===== config.mk =====
export PLATFORM = sky130hd
export DESIGN_NAME = rrts_elig
export DESIGN_NICKNAME = d
export VERILOG_FILES = /design/src/rtl/rrts_pkg.sv /design/src/rtl/rrts_elig.sv
export SDC_FILE = /design/constraint.sdc
export NUM_CORES = 1
export LEC_CHECK = 0
export BUFFER_PORTS_ARGS = -buffer_cell sky130_fd_sc_hd__buf_2
export CAP_MARGIN = 20
export CORE_MARGIN = 5
export CORE_UTILIZATION = 37
export DETAILED_ROUTE_END_ITERATION = 6
export PLACE_DENSITY_LB_ADDON = 0.2
export SLEW_MARGIN = 10
export SYNTH_ARGS = -nofsm -noshare
export SYNTH_HDL_FRONTEND = slang
export SYNTH_SLANG_ARGS = --single-unit

===== constraint.sdc =====
create_clock -name vclk -period 1.6
set_input_delay 0.16 -clock vclk [all_inputs]
set_output_delay 0.16 -clock vclk [all_outputs]
set_load 0.05 [all_outputs]

===== src/rtl/rrts_pkg.sv =====
// Shared types and constants of the round-robin task scheduler.
// Used by rrts_elig, rrts_table and round_robin_task_scheduler; depends on nothing.
package rrts_pkg;

  localparam int unsigned TID_W  = 7;
  localparam int unsigned DUR_W  = 32;
  localparam int unsigned TIME_W = 48;
  localparam int unsigned KEY_W  = 9;
  localparam int unsigned OP_W   = 3;
  localparam int unsigned STAT_W = 2;

  localparam int unsigned IN_TDATA_W  = 104;
  localparam int unsigned OUT_TDATA_W = 32;

  typedef enum logic [OP_W-1:0] {
    OP_CREATE   = 3'd0,
    OP_EXIT     = 3'd1,
    OP_WAIT     = 3'd2,
    OP_SLEEP    = 3'd3,
    OP_READ_KEY = 3'd4,
    OP_POLL     = 3'd5
  } op_e;

  typedef enum logic [2:0] {
    ST_RUNNABLE = 3'd0,
    ST_WAITING  = 3'd1,
    ST_SLEEPING = 3'd2,
    ST_BLOCKED  = 3'd3,
    ST_DONE     = 3'd4
  } task_st_e;

  typedef enum logic [STAT_W-1:0] {
    RES_OK   = 2'd0,
    RES_FULL = 2'd1,
    RES_IDLE = 2'd2
  } res_status_e;

  typedef struct packed {
    res_status_e       status;
    logic [TID_W-1:0]  next_task;
    logic              switched;
    logic [TID_W-1:0]  new_handle;
    logic              key_delivered;
    logic [KEY_W-1:0]  delivered_key;
  } res_t;

  // One write port shared by the three task tables; the address travels apart.
  typedef struct packed {
    logic              st_we;
    task_st_e          st_data;
    logic              wk_we;
    logic [TIME_W-1:0] wk_data;
    logic              aw_we;
    logic [TID_W-1:0]  aw_data;
  } tbl_wr_t;

  typedef struct packed {
    logic pick;
    logic took_key;
    logic need_tgt;
  } elig_t;

endpackage


===== src/rtl/rrts_elig.sv =====
// Eligibility unit: decides from one slot's status whether the scan picks it.
// Holds the wake-time comparator shared by every scan step; uses rrts_pkg.
module rrts_elig (
  input  rrts_pkg::task_st_e              st_i,
  input  logic [rrts_pkg::TIME_W-1:0]     wake_i,
  input  logic [rrts_pkg::TIME_W-1:0]     now_i,
  input  logic                            key_valid_i,
  output rrts_pkg::elig_t                 elig_o
);

  logic woke;

  assign woke = (wake_i < now_i);

  always_comb begin
    elig_o = '0;
    case (st_i)
      rrts_pkg::ST_RUNNABLE: elig_o.pick = 1'b1;
      // the target's status comes from a second table read
      rrts_pkg::ST_WAITING:  elig_o.need_tgt = 1'b1;
      rrts_pkg::ST_SLEEPING: elig_o.pick = woke;
      rrts_pkg::ST_BLOCKED: begin
        elig_o.pick     = key_valid_i;
        elig_o.took_key = key_valid_i;
      end
      default: elig_o = '0;
    endcase
  end

endmodule


# [Word-level counts from Yosys, hierarchy flattened]
# Cells that the tools add are included.
[word_totals] register_bits=0 input_bits=100 out_inout_bits=3 word_cells=8
[classes] n_lt_le_gt_ge=1 eq_ne=3 muxes=3 reduce_logical=1
[ops] cell="$lt A48 B48 Y1" n=1
[ops] cell="$eq A3 B2 Y1 const B" n=2
[ops] cell="$eq A3 B1 Y1 const B" n=1
[ops] cell="$logic_not A3 Y1" n=1
[ops] cell="$pmux W1 S3" n=1
[ops] cell="$mux W1" n=2

# [Depth between registers and ports, before layout]
# Gate-level depths: netlist of the first run.
[depth] ltp_word=2 ltp_mapped=8 ltp_nobuf=8

# [Least setup slack after synthesis of the first run]
# No wires, ideal clock.
[synth_timing] path_type="input to output" start="input port now_i[38] (netlist name)" end="output port elig_o[2] (netlist name)" arrival_ns=1.809 required_time_ns=1.440 setup_slack_ns=-0.369 cell_stages=8 path_cell_list="inv_1 ha_1 a21oi_2 nand2_1 a221o_1 a211o_1 a21oi_1 o2bb2ai_1"
[synth_rtl] element="start, declared" line_no="rrts_elig.sv:6" text="input logic [rrts_pkg::TIME_W-1:0] now_i,"
[synth_rtl] element="end, declared" line_no="rrts_elig.sv:8" text="output rrts_pkg::elig_t elig_o"

==> results of run 1 <==
cell type report:
class | count | area [µm²]
fillers | 295 | 1190
inverters | 49 | 184
multi-input cells | 124 | 1210
well taps | 46 | 57.6
repair buffers | 117 | 637
cell usage in the layout (no fill, tap or decap), drive strengths merged:
master,instances
a2111oi,1
a211o,1
a21o,4
a21oi,20
a221o,1
a221oi,2
a311o,1
and4,2
buf,117
ha,47
inv,49
mux2,1
nand2,12
nand2b,2
nand3,5
nand4,6
nor2,4
nor2b,1
nor3,2
nor4,1
o21ai,8
o21bai,1
o2bb2ai,1
or4b,1
through the flow:
stage / total power, mW / setup slack (ps) / setup TNS, ps / hold slack (ps)
2_1_floorplan: 0.233 / -104 / -104 / 445
5_1_grt: 0.553 / -402 / -402 / 733
3_5_place_dp: 0.435 / -454 / -454 / 720
4_1_cts: 0.465 / -347 / -347 / 721
3_3_place_gp: 0.429 / -449 / -449 / 731
6_report: 0.476 / -307 / -307 / 723
logic make-up after synthesis:
| kind of cell | count (synthesis) |
|---|---|
| adders and majority gates | 47 |
| and+or+nand+nor | 36 |
| buffers and inverters | 49 |
| AOI/OAI and AO/OA | 40 |
| muxes | 1 |
layer usage:
layer | track usage (%) | part of all wire, %
met2 | 25.9 | 45
met4 | 0 | 0
met5 | 0 | 0
met3 | 1.50 | 11
met1 | 18.3 | 44
power groups by stage:
stage	combinational, mW	sequential, mW	clock (mW)
finish	0.476	0	0
global route	0.553	0	0
CTS	0.465	0	0
detailed placement	0.435	0	0
global placement	0.429	0	0
floorplan	0.233	0	0
how the worst min path moves through the flow:
| stage | depth (start not counted) | start | end | slack, ps |
|---|---|---|---|---|
| floorplan | 1 | st_i[2] | elig_o[2] | 450 |
| global placement | 4 | key_valid_i | elig_o[1] | 730 |
| detailed placement | 4 | key_valid_i | elig_o[1] | 720 |
| CTS | 4 | key_valid_i | elig_o[1] | 720 |
| global route | 4 | key_valid_i | elig_o[1] | 730 |
| finish | 4 | key_valid_i | elig_o[1] | 720 |
what timing repair did:
item                       in CTS  in global routing
resized for setup              11                 10
setup buffers                   1                  0
gates cloned                    0                  0
pin swaps                       2                  3
setup endpoints to repair       1                  1
==> impl_metrics.env, run 1 <==
export IMPL_outcome="finished, violations left"
export IMPL_violations="negative setup slack"
export IMPL_drv_cap=0
export IMPL_critPathMaxFanout=3
export IMPL_slowest_delay_ps=310
export IMPL_wl_um=3520
export IMPL_slowest_stage="a221o_1"
export IMPL_synthTopCellsByArea="ha_1 (48%), inv_1 (15%), a21oi_1 (7.7%)"
export IMPL_seq_area_um2=0
export IMPL_num_nets_final=439
export IMPL_yosys_warnings=0
export IMPL_hold_viol=0
export IMPL_p_int_mw=0.262
export IMPL_syn_inst=173
export IMPL_drt_iter0_markers=15
export IMPL_gr_total_overflow=0
export IMPL_muxShareOfSynthArea_pct=0.914
export IMPL_start_util_pct=37.5
export IMPL_via_per_inst=4.51
export IMPL_io_buffer_count=103
export IMPL_syn_area_mm2=0.00123
export IMPL_pwr_share_seq_pct=0
export IMPL_grt_pass1_vias=1393
export IMPL_diodes=0
export IMPL_hpwl_um=3170
export IMPL_p_per_area_mw_per_mm2=228
export IMPL_antenna_left=0
export IMPL_startpoint="wake_i[36]"
export IMPL_cp_start_kind="input pin"
export IMPL_gp_congestion=0.761
export IMPL_fmax_mhz=524
export IMPL_yosys_cell_count_top_type="inv_1"
export IMPL_crit_type="input pin to output pin"
export IMPL_antenna_found_initial=0
export IMPL_cp_num_cells=9
export IMPL_vdd_drop_max_mv=0.117
export IMPL_dp_cells=335
export IMPL_vias=1515
export IMPL_instances_no_fill=336
export IMPL_synthAdderAreaFrac_pct=47.7
export IMPL_coreArea_mm2=0.00328
export IMPL_die_area_mm2=0.00459
export IMPL_post_route_util_pct=63.7
export IMPL_p_comb_share_pct=100.0
export IMPL_row_count=21
export IMPL_endpoint="elig_o[2]"
export IMPL_flops_and_latches=0
export IMPL_io_pins=103
export IMPL_wl_per_cell_um=10.5
export IMPL_die_h_um=67.7
export IMPL_synth_compound_area_share_pct=20.4
export IMPL_power_leakage_nw=1.28
export IMPL_synth_distinct_cells=27
export IMPL_drt_pre_antenna_iters=4
export IMPL_crit_required_ps=1440
export IMPL_yosysSeqAreaShare_pct=0
export IMPL_tightest_slew_ps=346
export IMPL_power_switching_mw=0.215
export IMPL_synth_top_family_by_area="adder cells"
export IMPL_finalSetupViolCount=1
export IMPL_path_delay_family="compound AO/OA/AOI/OAI gates"
export IMPL_track_usage_pct=14.0
export IMPL_synthXorXnorAreaFrac_pct=0
export IMPL_post_dp_cell_area_mm2=0.00195
export IMPL_drive_above_1_share_pct=49.0
export IMPL_syn_nets=320
export IMPL_yosysTopAreaCell="ha_1"
export IMPL_timing_final_max_slew_violations=0
export IMPL_worst_slack_ps=-307
export IMPL_post_route_period_util_pct=119
export IMPL_area_growth_pct=69.6
export IMPL_grt_first_pass_wirelength_um=5320
export IMPL_p_sw_share_pct=45.0
export IMPL_die_x_um=67.7
export IMPL_synth_simple_area_share_pct=16.0
export IMPL_synth_common_cells="inv_1 (49), ha_1 (47), a21oi_1 (19), nand2_1 (12), o21ai_0 (7)"
export IMPL_cp_end_kind="output pin"
export IMPL_path_buf_inv=2
export IMPL_path_cells="buf_2 -> ha_1 -> nand4_2 -> nor2_1 -> a221o_1 -> a211o_1 -> a21oi_2 -> o2bb2ai_4 -> buf_8"
export IMPL_netlist_area_leader_share_pct=47.7
export IMPL_min_path_type="input pin to output pin"
export IMPL_worst_endpoint_arrival_ps=1750
export IMPL_drcViolationCount=0
export IMPL_nClkBuffers=0
export IMPL_grt_setup_unrepaired="yes"
export IMPL_fin_area_mm2=0.00209
export IMPL_grt_max_degree=4
export IMPL_hold_buffers=0
export IMPL_period_minus_slack_ps=1910
export IMPL_slew_headroom_pct=76.3
export IMPL_avgSynthCellArea_um2=7.12
export IMPL_clkPwrFrac_pct=0
Note: power is estimated with default switching activity, not from simulation.
==> run 2, diff against run 1 <==
BUFFER_PORTS_ARGS = default   (was -buffer_cell sky130_fd_sc_hd__buf_2)
CORE_UTILIZATION = 50   (was 37)
DONT_BUFFER_PORTS = 1   (was default)
PLACE_DENSITY = 0.72   (was default)
PLACE_DENSITY_LB_ADDON = default   (was 0.2)
==> run 2 against run 1 <==
Effect of this change:
- highest routed layer is now met4
- core utilization up 0.62 points
- die area down 22%
- the flow still finishes with violations (negative setup slack)
- wire length down 2.0%
==> impl_metrics.env, run 2 (same netlist as run 1, synthesis figures left out) <==
export IMPL_start_util_pct=51.1
export IMPL_p_sw_share_pct=50.2
export IMPL_area_growth_pct=25.7
export IMPL_grt_setup_unrepaired="yes"
export IMPL_outcome="finished, violations left"
export IMPL_p_int_mw=0.180
export IMPL_wl_um=3450
export IMPL_path_cells="inv_2 -> ha_4 -> a21oi_1 -> o21ai_1 -> a221o_1 -> a211o_1 -> a21oi_2 -> o2bb2ai_4"
export IMPL_critPathMaxFanout=2
export IMPL_p_per_area_mw_per_mm2=234
export IMPL_clkPwrFrac_pct=0
export IMPL_fmax_mhz=553
export IMPL_post_route_period_util_pct=113
export IMPL_io_pins=103
export IMPL_vdd_drop_max_mv=0.142
export IMPL_grt_pass1_vias=1378
export IMPL_instances_no_fill=214
export IMPL_drt_iter0_markers=36
export IMPL_crit_type="input pin to output pin"
export IMPL_nClkBuffers=0
export IMPL_slew_headroom_pct=72.7
export IMPL_pwr_share_seq_pct=0
export IMPL_fin_hold_ws_ps=451
export IMPL_hold_buffers=0
export IMPL_wl_per_cell_um=16.1
export IMPL_timing_final_max_slew_violations=0
export IMPL_layout_commonest_cell="inv_1"
export IMPL_layout_common_cells="inv_1 (42), ha_1 (36), a21oi_1 (17)"
export IMPL_grt_max_degree=5
export IMPL_num_nets_final=333
export IMPL_vias=1241
export IMPL_drt_pre_antenna_iters=4
export IMPL_p_comb_share_pct=100.0
export IMPL_gp_congestion=0.743
export IMPL_hold_viol=0
export IMPL_hpwl_um=3170
export IMPL_grt_first_pass_wirelength_um=5430
export IMPL_cp_start_kind="input pin"
export IMPL_slowest_stage="a221o_1"
export IMPL_hp_start="st_i[2]"
export IMPL_min_path_type="input pin to output pin"
export IMPL_startpoint="now_i[31]"
export IMPL_die_x_um=59.6
export IMPL_coreArea_mm2=0.00241
export IMPL_flops_and_latches=0
export IMPL_seq_area_um2=0
export IMPL_crit_required_ps=1440
export IMPL_die_h_um=59.6
export IMPL_power_switching_mw=0.181
export IMPL_track_usage_pct=19.0
export IMPL_tightest_slew_ps=400
export IMPL_hold_depth=1
export IMPL_power_leakage_nw=0.851
export IMPL_io_buffer_count=0
export IMPL_antenna_left=0
export IMPL_violations="negative setup slack"
export IMPL_cp_end_kind="output pin"
export IMPL_dp_cells=213
export IMPL_worst_slack_ps=-208
export IMPL_finalSetupViolCount=1
export IMPL_row_count=18
export IMPL_worst_endpoint_arrival_ps=1650
export IMPL_antenna_found_initial=0
export IMPL_slowest_delay_ps=320
export IMPL_period_minus_slack_ps=1810
export IMPL_via_per_inst=5.80
export IMPL_die_area_mm2=0.00356
export IMPL_diodes=0
export IMPL_drcViolationCount=0
export IMPL_drv_cap=0
export IMPL_gr_total_overflow=0
export IMPL_drive_above_1_share_pct=21.2
export IMPL_min_to="elig_o[2]"
run 2: cell type report:
class	instances	area, µm²
repair buffers	11	82.6
well taps	30	37.5
inverters	49	191
fillers	220	861
multi-input cells	124	1240
run 2: layer usage:
layer / track usage (%) / part of all wire [%] / up-vias
met5: 0 / 0 / -
met3: 2.83 / 6.5 / 6
li1: - / - / 622
met1: 18.0 / 34 / 553
met2: 41.0 / 57 / 60
met4: 3.80 / 2.4 / 0
run 2: worst max path at each step:
| stage | end | slack [ps] | cells past startpoint |
|---|---|---|---|
| detailed placement | elig_o[2] | -220 | 7 |
| finish | elig_o[2] | -210 | 8 |
| global route | elig_o[2] | -270 | 8 |
| floorplan | elig_o[2] | -100 | 8 |
| CTS | elig_o[2] | -210 | 8 |
| global placement | elig_o[2] | -200 | 7 |
run 2: power by group through the flow:
stage / clock (mW) / sequential [mW] / combinational [mW]
after floorplan: 0 / 0 / 0.233
after global placement: 0 / 0 / 0.288
after detailed placement: 0 / 0 / 0.316
after CTS: 0 / 0 / 0.360
after global routing: 0 / 0 / 0.420
final: 0 / 0 / 0.362
run 2: critical path: cells and delay by family:
| kind | cells | cell delay [ps] |
|---|---|---|
| AO/OA/AOI/OAI | 6 | 1250 |
| buffers and inverters | 1 | 50 |
| adder cells (fa/ha/maj) | 1 | 200 |
run 2: stage by stage:
stage               total power, mW  setup slack (ps)  setup TNS (ps)  instance area, µm²  utilization (%)
floorplan                     0.233              -104            -104                1280                -
global placement              0.288              -202            -202                1390             57.8
detailed placement            0.316              -217            -217                1390             57.8
CTS                           0.360              -209            -209                1540             63.8
global route                  0.420              -268            -268                1550             64.3
finish                        0.362              -208            -208                1550             64.3
run 2: what timing repair did:
item,CTS,global route
pin swaps,13,0
endpoints found under the setup margin,1,1
buffers inserted,1,0
resized for setup,23,1
